## src/rtl/core/kss_pkg.sv

```systemverilog
// Shared constants, codes and port structs for the shared-store stack block.
`timescale 1ns / 1ps

package kss_pkg;

  localparam int NUM_STACKS = 4;
  localparam int NUM_SLOTS  = 32;
  localparam int SLOT_W     = $clog2(NUM_SLOTS);
  localparam int LINK_W     = SLOT_W + 1;
  localparam int DATA_W     = 32;

  // A null link or head is the value NUM_SLOTS.
  localparam logic [LINK_W-1:0] NULL_LINK = LINK_W'(NUM_SLOTS);

  // Request codes.
  localparam logic [1:0] REQ_PUSH = 2'd0;
  localparam logic [1:0] REQ_POP  = 2'd1;
  localparam logic [1:0] REQ_PEEK = 2'd2;

  // Status codes.
  localparam logic [1:0] ST_OK       = 2'd0;
  localparam logic [1:0] ST_OVERFLOW = 2'd1;
  localparam logic [1:0] ST_EMPTY    = 2'd2;

  typedef struct packed {
    logic              rd_en;
    logic [SLOT_W-1:0] rd_addr;
    logic              data_we;
    logic              link_we;
    logic [SLOT_W-1:0] wr_addr;
    logic [DATA_W-1:0] wr_data;
    logic [LINK_W-1:0] wr_link;
  } kss_mem_req_t;

  typedef struct packed {
    logic [DATA_W-1:0] rd_data;
    logic [LINK_W-1:0] rd_link;
  } kss_mem_rsp_t;

  // Link value of a slot after reset: the next slot, null for the last one.
  function automatic logic [LINK_W-1:0] kss_link_init(input logic [SLOT_W-1:0] idx);
    logic [LINK_W-1:0] res;
    if (LINK_W'(idx) == LINK_W'(NUM_SLOTS - 1)) begin
      res = NULL_LINK;
    end else begin
      res = LINK_W'(idx) + LINK_W'(1);
    end
    return res;
  endfunction

endpackage

```

## src/rtl/core/kss_store.sv

```systemverilog
// Slot data and slot link memories with a registered read port.
`timescale 1ns / 1ps

module kss_store
  import kss_pkg::*;
(
  input  logic         clk,
  input  logic         rst_n,
  input  kss_mem_req_t req,
  output kss_mem_rsp_t rsp
);

  logic [DATA_W-1:0] data_mem [NUM_SLOTS];
  logic [LINK_W-1:0] link_mem [NUM_SLOTS];
  // A link entry that was never written reads as its reset value.
  logic [NUM_SLOTS-1:0] link_vld_r;
  logic [DATA_W-1:0]    rd_data_r;
  logic [LINK_W-1:0]    rd_link_r;

  always_ff @(posedge clk) begin
    if (req.data_we) begin
      data_mem[req.wr_addr] <= req.wr_data;
    end
    if (req.link_we) begin
      link_mem[req.wr_addr] <= req.wr_link;
    end
    if (req.rd_en) begin
      rd_data_r <= data_mem[req.rd_addr];
      rd_link_r <= link_vld_r[req.rd_addr] ? link_mem[req.rd_addr]
                                            : kss_link_init(req.rd_addr);
    end
  end

  always_ff @(posedge clk) begin
    if (!rst_n) begin
      link_vld_r <= '0;
    end else if (req.link_we) begin
      link_vld_r[req.wr_addr] <= 1'b1;
    end
  end

  assign rsp.rd_data = rd_data_r;
  assign rsp.rd_link = rd_link_r;

endmodule

```

## src/rtl/core/k_stacks_shared_store.sv

```systemverilog
// Top level: several stacks sharing one slot store through a linked free list.
`timescale 1ns / 1ps
// Timing: an accepted request item is captured with its slot read; its result is loaded into the output
// register in the execute step when that register is free, else it waits there until the register drains.
// A new item is taken only in the idle state, once the last one has left the execute step, since
// the slot store's registered read is followed by the write-back of link, data and heads.
// Reset: every stack is empty and the free list runs through the slots in order;
// link valid bits stand in for the initial links, so there is no clearing pass.

module k_stacks_shared_store
  import kss_pkg::*;
(
  input  logic        clk,
  input  logic        rst_n,
  input  logic        in_tvalid,
  output logic        in_tready,
  input  logic [31:0] in_tdata,   // [31:0] push_value
  input  logic [3:0]  in_tuser,   // [1:0] req_type, [3:2] stack_id
  output logic        out_tvalid,
  input  logic        out_tready,
  output logic [31:0] out_tdata,  // [31:0] top_value
  output logic [1:0]  out_tuser   // [1:0] status
);

  typedef enum logic {
    S_IDLE,
    S_EXEC
  } state_t;

  state_t state_r, state_nxt;

  // Captured request and the slot address it selected at accept time.
  logic [1:0]        op_r;
  logic [1:0]        sid_r;
  logic [DATA_W-1:0] val_r;
  logic [LINK_W-1:0] slot_r;

  // Stack heads and the free-list head stay in flip-flops; they are tiny.
  logic [LINK_W-1:0] head_r [NUM_STACKS];
  logic [LINK_W-1:0] head_nxt;
  logic              head_we;
  logic [LINK_W-1:0] free_head_r, free_head_nxt;

  // Output register, so a finished result can wait while the next item is taken.
  logic              out_valid_r;
  logic [1:0]        out_status_r, status_nxt;
  logic [DATA_W-1:0] out_value_r, value_nxt;

  logic              in_fire;
  logic              exec_go;
  logic              slot_null;
  logic [1:0]        in_op;
  logic [1:0]        in_sid;
  logic [LINK_W-1:0] sel_addr;

  kss_mem_req_t mem_req;
  kss_mem_rsp_t mem_rsp;

  kss_store u_store (
    .clk   (clk),
    .rst_n (rst_n),
    .req   (mem_req),
    .rsp   (mem_rsp)
  );

  assign in_op     = in_tuser[1:0];
  assign in_sid    = in_tuser[3:2];
  assign in_tready = (state_r == S_IDLE);
  assign in_fire   = in_tvalid & in_tready;

  // A push reads the slot at the free-list head; pop and peek read the stack top.
  assign sel_addr = (in_op == REQ_PUSH) ? free_head_r : head_r[in_sid];

  // The result can be loaded once the output register is empty or draining.
  assign exec_go   = (state_r == S_EXEC) && (!out_valid_r || out_tready);
  assign slot_null = (slot_r >= NULL_LINK);

  // Read-modify-write of the linked structure. Memory data read at accept time
  // is available here; both a push and a pop write the link of the slot they
  // touch, so the write address is always the captured slot.
  always_comb begin
    status_nxt    = ST_OK;
    value_nxt     = '0;
    free_head_nxt = free_head_r;
    head_nxt      = head_r[sid_r];
    head_we       = 1'b0;

    mem_req.rd_en   = in_fire;
    mem_req.rd_addr = sel_addr[SLOT_W-1:0];
    mem_req.data_we = 1'b0;
    mem_req.link_we = 1'b0;
    mem_req.wr_addr = slot_r[SLOT_W-1:0];
    mem_req.wr_data = val_r;
    mem_req.wr_link = head_r[sid_r];

    case (op_r)
      REQ_PUSH: begin
        if (slot_null) begin
          status_nxt = ST_OVERFLOW;
        end else begin
          // Take the free slot, store the value and link it above the old top.
          free_head_nxt   = mem_rsp.rd_link;
          head_nxt        = slot_r;
          head_we         = exec_go;
          mem_req.data_we = exec_go;
          mem_req.link_we = exec_go;
          mem_req.wr_link = head_r[sid_r];
        end
      end
      REQ_POP: begin
        if (slot_null) begin
          status_nxt = ST_EMPTY;
        end else begin
          // The old link becomes the new top, and the slot is relinked
          // onto the free list.
          value_nxt       = mem_rsp.rd_data;
          head_nxt        = mem_rsp.rd_link;
          head_we         = exec_go;
          free_head_nxt   = slot_r;
          mem_req.link_we = exec_go;
          mem_req.wr_link = free_head_r;
        end
      end
      REQ_PEEK: begin
        if (slot_null) begin
          status_nxt = ST_EMPTY;
        end else begin
          value_nxt = mem_rsp.rd_data;
        end
      end
      default: begin
        // The unused request code is ignored and answers ok with zero.
        status_nxt = ST_OK;
      end
    endcase
  end

  always_comb begin
    state_nxt = state_r;
    unique case (state_r)
      S_IDLE: begin
        if (in_fire) begin
          state_nxt = S_EXEC;
        end
      end
      S_EXEC: begin
        if (exec_go) begin
          state_nxt = S_IDLE;
        end
      end
      default: begin
        state_nxt = S_IDLE;
      end
    endcase
  end

  always_ff @(posedge clk) begin
    if (!rst_n) begin
      state_r      <= S_IDLE;
      op_r         <= REQ_PUSH;
      sid_r        <= '0;
      val_r        <= '0;
      slot_r       <= NULL_LINK;
      free_head_r  <= '0;
      for (int i = 0; i < NUM_STACKS; i++) begin
        head_r[i] <= NULL_LINK;
      end
      out_valid_r  <= 1'b0;
      out_status_r <= ST_OK;
      out_value_r  <= '0;
    end else begin
      state_r <= state_nxt;
      if (in_fire) begin
        op_r   <= in_op;
        sid_r  <= in_sid;
        val_r  <= in_tdata;
        slot_r <= sel_addr;
      end
      if (exec_go) begin
        free_head_r  <= free_head_nxt;
        out_status_r <= status_nxt;
        out_value_r  <= value_nxt;
        if (head_we) begin
          head_r[sid_r] <= head_nxt;
        end
      end
      if (exec_go) begin
        out_valid_r <= 1'b1;
      end else if (out_tready) begin
        out_valid_r <= 1'b0;
      end
    end
  end

  assign out_tvalid = out_valid_r;
  assign out_tdata  = out_value_r;
  assign out_tuser  = out_status_r;

`ifndef SYNTH
  // An accepted item always moves on to the execute step.
  a_accept_exec: assert property (@(posedge clk) disable iff (!rst_n)
    in_fire |=> (state_r == S_EXEC))
    else $error("accepted item did not enter the execute step");

  // Finishing the execute step always presents a result.
  a_exec_result: assert property (@(posedge clk) disable iff (!rst_n)
    exec_go |=> out_valid_r)
    else $error("execute step finished without a result");

  // Any error status carries a zero value.
  a_error_zero: assert property (@(posedge clk) disable iff (!rst_n)
    (out_valid_r && (out_status_r != ST_OK)) |-> (out_value_r == '0))
    else $error("error result carries a nonzero value");

  // A successful pop puts its slot at the head of the free list.
  a_pop_free: assert property (@(posedge clk) disable iff (!rst_n)
    (exec_go && (op_r == REQ_POP) && !slot_null) |=> (free_head_r == $past(slot_r)))
    else $error("popped slot not returned to the free list");
`endif

endmodule
```

## config.mk

```make
export PLATFORM = sky130hd
export DESIGN_NAME = k_stacks_shared_store
export DESIGN_NICKNAME = d
export VERILOG_FILES = /design/src/rtl/core/kss_pkg.sv /design/src/rtl/core/kss_store.sv /design/src/rtl/core/k_stacks_shared_store.sv
export SDC_FILE = /design/constraint.sdc
export NUM_CORES = 2
export LEC_CHECK = 0
export ABC_AREA = 1
export BUFFER_PORTS_ARGS = -buffer_cell sky130_fd_sc_hd__buf_2
export CORE_AREA = 2 2 319 321
export CTS_CLUSTER_SIZE = 16
export DETAILED_ROUTE_END_ITERATION = 6
export DIE_AREA = 0 0 321 323
export GPL_TIMING_DRIVEN = 0
export HOLD_SLACK_MARGIN = 0.03
export PLACE_DENSITY = 0.7
export SETUP_SLACK_MARGIN = 0.3
export SLEW_MARGIN = 20
export SYNTH_ARGS = -nofsm -noshare
export SYNTH_HDL_FRONTEND = slang
export SYNTH_SLANG_ARGS = --single-unit
```

## constraint.sdc

```tcl
create_clock -name clk -period 4.1 [get_ports clk]
set_input_delay 0.41 -clock clk [delete_from_list [all_inputs] [get_ports clk]]
set_output_delay 0.41 -clock clk [all_outputs]
set_load 0.005 [all_outputs]
```

Word-level counts from Yosys, hierarchy flattened --
Memory sizes are Yosys's and may differ from the RTL's. A register that Yosys moved wholly into a read port is not among the register bits. Index checks and enable logic that the tools add are counted.
Word-level totals: register bits after elaboration 122, bits in writable memories 1240, bits of input ports 40, memories kept 3
Memories:
- u_store.data_mem | depth 32, bits a word 32, rd ports 1, clocked after Yosys merged registers in 1, wr ports 1, RTL line kss_store.sv:13 | logic [DATA_W-1:0] data_mem [NUM_SLOTS];
- u_store.link_mem | depth 32, bits a word 6, rd ports 1, clocked after Yosys merged registers in 0, wr ports 1, RTL line kss_store.sv:14 | logic [LINK_W-1:0] link_mem [NUM_SLOTS];
- head_r | depth 4, bits a word 6, rd ports 2, clocked after Yosys merged registers in 1, wr ports 4, RTL line k_stacks_shared_store.sv:39 | logic [LINK_W-1:0] head_r [NUM_STACKS];
Cells by class: $add $sub $neg 1, order comparisons 4, eq/ne operators 5, mux-type cells 44, bitwise logic cells 3, reductions and logical operators 12
Operator list (number):
- 32-bit 2-to-1 mux | 2
- 6-bit 2-to-1 mux | 10
- 32-bit bitwise OR | 1
- 6-bit one-hot mux with 2 select lines | 2
- 1-bit 2-to-1 mux | 20
- 5-bit by 6-bit less-than comparator with 1-bit output (second input constant) | 2
- 2-bit 2-to-1 mux | 5
- 5-bit by 1-bit adder with 6-bit output (second input constant) | 1
- 6-bit greater-or-equal comparator (second input constant) | 1
- 6-bit OR reduction | 1
- 1-bit binary-select mux with 5-bit select | 1
- 1-bit demux with 5-bit select | 1
- 5-bit equality test (second input constant) | 1
- 5-bit by 1-bit greater-or-equal comparator with 1-bit output (second input constant) | 1
- 2-bit logical NOT | 2
- 2-bit inequality test (second input constant) | 2
- 1-bit one-hot mux with 2 select lines | 2
- 2-bit one-hot mux with 2 select lines | 1
- 4-bit AND reduction | 1
- 2-bit nonzero test | 2
- 2-bit OR reduction | 2
- 2-bit by 1-bit equality test with 1-bit output (second input constant) | 1
- 2-bit equality test (second input constant) | 1
- 1-bit logical AND | 2
- other kinds (4) | 4

Logic depth before layout (Yosys ltp) --
word-level depth 11, mapped depth 17

By module --
Synthesis repeated with hierarchy kept, for this count alone.
Unflattened totals: cell total of the unflattened synthesis 4784, area total of the unflattened synthesis 56002.5 µm²
Modules (own cells, without submodules):
- kss_store | times used 1, cells an instance 4182, area an instance 51225.4 µm², sequential area each 38296.7 µm²
- k_stacks_shared_store | times used 1, cells an instance 602, area an instance 4777.1 µm², sequential area each 2442.3 µm²

Worst setup path before layout --
Ideal clock, no wire load.
path kind input -> register, start input out_tready, end memory u_store.data_mem[26][0] (enable), library setup time 422 ps, arrival 2641 ps, slack 1038 ps, stages 7, buffers on the path 1, path through inv_1 -> nand2_1 -> nand2_1 -> nor2_1 -> nand2_1 -> clkbuf_1 -> nor2_1
On the way: longest elaborated chain between the ends 6
RTL lines:
- start: declaration | RTL line k_stacks_shared_store.sv:20 | input logic out_tready,
- 1-bit logical OR | RTL line k_stacks_shared_store.sv:75 | assign exec_go = (state_r == S_EXEC) && (!out_valid_r || out_tready);
- 1-bit logical AND | RTL line k_stacks_shared_store.sv:75
- 2-bit 2-to-1 mux | RTL line k_stacks_shared_store.sv:98 | if (slot_null) begin
- 1-bit 2-to-1 mux | RTL line k_stacks_shared_store.sv:96 | case (op_r)
- 1-bit 2-to-1 mux | RTL line kss_store.sv:21 | if (req.data_we) begin
- 1-bit 2-to-1 mux (implied by the code) | RTL line kss_store.sv:22 | data_mem[req.wr_addr] <= req.wr_data;
- end: declaration | RTL line kss_store.sv:13
Every way passes these cells.

Worst setup path after layout --
start register out_valid_r, in the netlist out_tvalid, end memory u_store.data_mem[30][23] (enable)
On the way: longest elaborated chain between the ends 7
RTL lines:
- start: declaration | RTL line k_stacks_shared_store.sv:45 | logic out_valid_r;
- start signal: assignment | RTL line k_stacks_shared_store.sv:168 | out_valid_r <= 1'b0;
- start signal: assignment | RTL line k_stacks_shared_store.sv:188 | out_valid_r <= 1'b1;
- start signal: assignment | RTL line k_stacks_shared_store.sv:190 | out_valid_r <= 1'b0;
- 1-bit logical NOT | RTL line k_stacks_shared_store.sv:75
- 1-bit logical OR | RTL line k_stacks_shared_store.sv:75
- 1-bit logical AND | RTL line k_stacks_shared_store.sv:75
- 2-bit 2-to-1 mux | RTL line k_stacks_shared_store.sv:98
- 1-bit 2-to-1 mux | RTL line k_stacks_shared_store.sv:96
- 1-bit 2-to-1 mux | RTL line kss_store.sv:21
- 1-bit 2-to-1 mux (implied by the code) | RTL line kss_store.sv:22
Every way passes these cells.

==> results_dict.tcl <==
set metrics [dict create \
    outcome "finished, final reports clean" \
    crit_type "register to register" \
    fin_crit_sh_pct 93.3 \
    area_delta_synth_final_pct 15.8 \
    worst-path-max-fanout 15 \
    drt-initial-drc-count 7913 \
    clkLatencyLatePin_ns 0.77 \
    required_ns 4.56 \
    root_buffer "clkbuf_16" \
    drive_above_1_share_pct 11.3 \
    min_period_ns 3.83 \
    worst_ir_drop_vdd_mv 0.374 \
    clock-sinks 1396 \
    worstMarginPinSlew_ns 1.24 \
    start_util_pct 56.5 \
    via_per_inst 6.36 \
    place.gp.congestion 0.970 \
    synth_seq_cells 1396 \
    ios 76 \
    utilization_pct 65.3 \
    grt_start_max_net_pins 34 \
    syn_avg_cell_area_sq_um 11.2 \
    track_usage_pct 37.6 \
    synth_cell_types 34 \
    clockBufferDepth 3 \
    die_area_sq_um 104000 \
    finalNetCount 5444 \
    wl_per_cell_um 28.8 \
    drt_pre_antenna_iters 6 \
    layout_common_cells "1403 x nand2_1, 1278 x edfxtp_1, 526 x nor2_1" \
    p_leak_uw 0.0244 \
    cp-start-kind "register" \
    yosysWarnings 0 \
    final_area_sq_um 65800 \
    end_kind "register" \
    die_w_um 321 \
    placeableCoreArea_sq_um 101000 \
    slew_headroom_pct 17.1 \
    yosysSeqAreaShare_pct 71.7 \
    max-cap-violations 0 \
    final_antenna_net_count 0 \
    gr-total-overflow 0 \
    fill_cells 7414 \
    h-tree-depth 4 \
    finClkSkew_ns 0.0272 \
    arrival_ns 4.28 \
    hold_viol_final 0 \
    rows 117 \
    setup_viol 0 \
    synth_area_sq_um 56900 \
    routed_wl_um 197000 \
    dr_total_vias 43400 \
    min-delay-path-class "input pin to register" \
    slew_viol_final 0 \
    final_common_cell "nand2_1" \
    io_buffers 74 \
    synth_nets 5119 \
    dp_hpwl_um 132000 \
    grt_pass1_vias 40000 \
    clk_pin_slew_ns 0.06 \
    die_h_um 323 \
    drc 0 \
    cts_buffers 143 \
    max_freq_mhz 261 \
    syn-instance-count 5074 \
    rsz0062_at_grt "false" \
    cts_tree "built" \
    antenna_found_initial 7 \
    pwr_density_cell_nw_per_um2 495 \
    grt_pass1_wl_um 274000 \
    placed_area_sq_um 60900 \
]
critical path, cell delays in order (launching register included):
cell      delay (ns)
dfxtp_1         0.30
nand2_1         0.08
nand2_1         0.44
nor2_2          0.66
nand2_1         0.42
clkbuf_2        0.47
nor2_4          0.64
buf_16          0.24
buf_12          0.21
final cells by class:
type                       instances  area, sq um  area share [%]
clock inverter                    51          434           0.660
sequential                      1396        40800            61.9
multi-input combinational       3120        14000            21.3
antenna                            8         20.0          0.0304
tap                             1309         1640            2.49
clock buffer                     205         4090            6.21
inverter                         256          963            1.46
timing repair buffer             180         2420            3.68
buffer                           302         1460            2.21
power by group:
| part | leakage, uW | total (uW) | internal, uW | switching, uW |
|---|---|---|---|---|
| Sequential | 0.0125 | 16100 | 15800 | 304 |
| Clock | 0.00220 | 12700 | 7210 | 5510 |
| Combinational | 0.00965 | 3680 | 891 | 2790 |
| Total | 0.0244 | 32600 | 23900 | 8610 |
logic make-up after synthesis:
kind of cell | synth area share (%)
simple gates | 17.6
fa+ha+maj | 0.110
buf+inv | 4.23
compound gates | 6.43
flops | 71.7
cell usage after synthesis:
cell type	number	area [sq um]
a32oi_1	32	280
o21ai_2	1	8.76
buf_2	176	881
a211oi_1	1	7.51
a21oi_1	155	776
nand2_1	1403	5270
o21ai_0	278	1390
inv_2	8	30.0
buf_1	13	48.8
nor2_2	2	12.5
a31oi_1	1	6.26
ha_1	5	62.6
edfxtp_1	1278	38400
inv_1	244	916
nand3_4	2	35.0
o21ai_1	52	260
a22o_1	1	8.76
nand2_2	4	25.0
o221ai_1	4	35.0
nand3_1	427	2140
a32o_1	2	20.0
clkbuf_1	93	349
nand3b_1	44	330
o22ai_1	135	845
inv_4	1	6.26
nor2_4	3	33.8
o211ai_1	2	15.0
nand2_4	3	33.8
nor3_1	4	20.0
clkinv_1	3	11.3
dfxtp_1	118	2360
buf_4	16	120
nor2_1	559	2100
buf_6	4	45.0
sequential cells by signal, summed over array words and instances, names as in the netlist, 6 cells and up, named ones only:
signal / cells
u_store.data_mem: 1024
u_store.link_mem: 192
out_tdata: 32
u_store.link_vld_r: 32
u_store.rd_data_r: 32
val_r: 32
head_r: 24
free_head_r: 6
slot_r: 6
u_store.rd_link_r: 6
path summary, 6_finish.rpt:
path         slack [ns]              startpoint  cells after the start                       end
min reg2reg        0.47  u_store.link_vld_r[11]                      2    u_store.link_vld_r[11]
max reg2reg        0.27              out_tvalid                      8  u_store.data_mem[30][23]
max                0.27              out_tvalid                      8  u_store.data_mem[30][23]
min                0.09             in_tuser[3]                      3                  register
repair_timing:
action	4_1_cts	5_1_grt
buffers inserted	0	0
setup endpoints to repair	151	0
resized for setup	1	0
hold buffers	35	0
endpoints found under the hold margin	35	0
metrics by stage:
stage          setup TNS (ns)  hold slack (ns)  power, uW  worst slack (ns)  std cells
4_1_cts                     0           0.0657      32300             0.371       6819
2_1_floorplan               0            0.431      18200              1.04       5074
3_5_place_dp            -1.76            0.458      19900           -0.0835       6528
3_3_place_gp         -2578.76            0.440      19700             -2.65       6457
6_report                    0           0.0903      32600             0.273       6827
5_1_grt                     0           0.0677      33200             0.373       6819
routing by layer:
metal | part of all wire [%] | global-route usage (%) | vias to the layer above
met5 | 0.15 | 1.57 | -
met3 | 16 | 10.9 | 759
met4 | 5.9 | 19.8 | 12
met1 | 35 | 50.3 | 20700
li1 | - | - | 18200
met2 | 43 | 56.0 | 3696
Power figures use the tool's default switching activity.
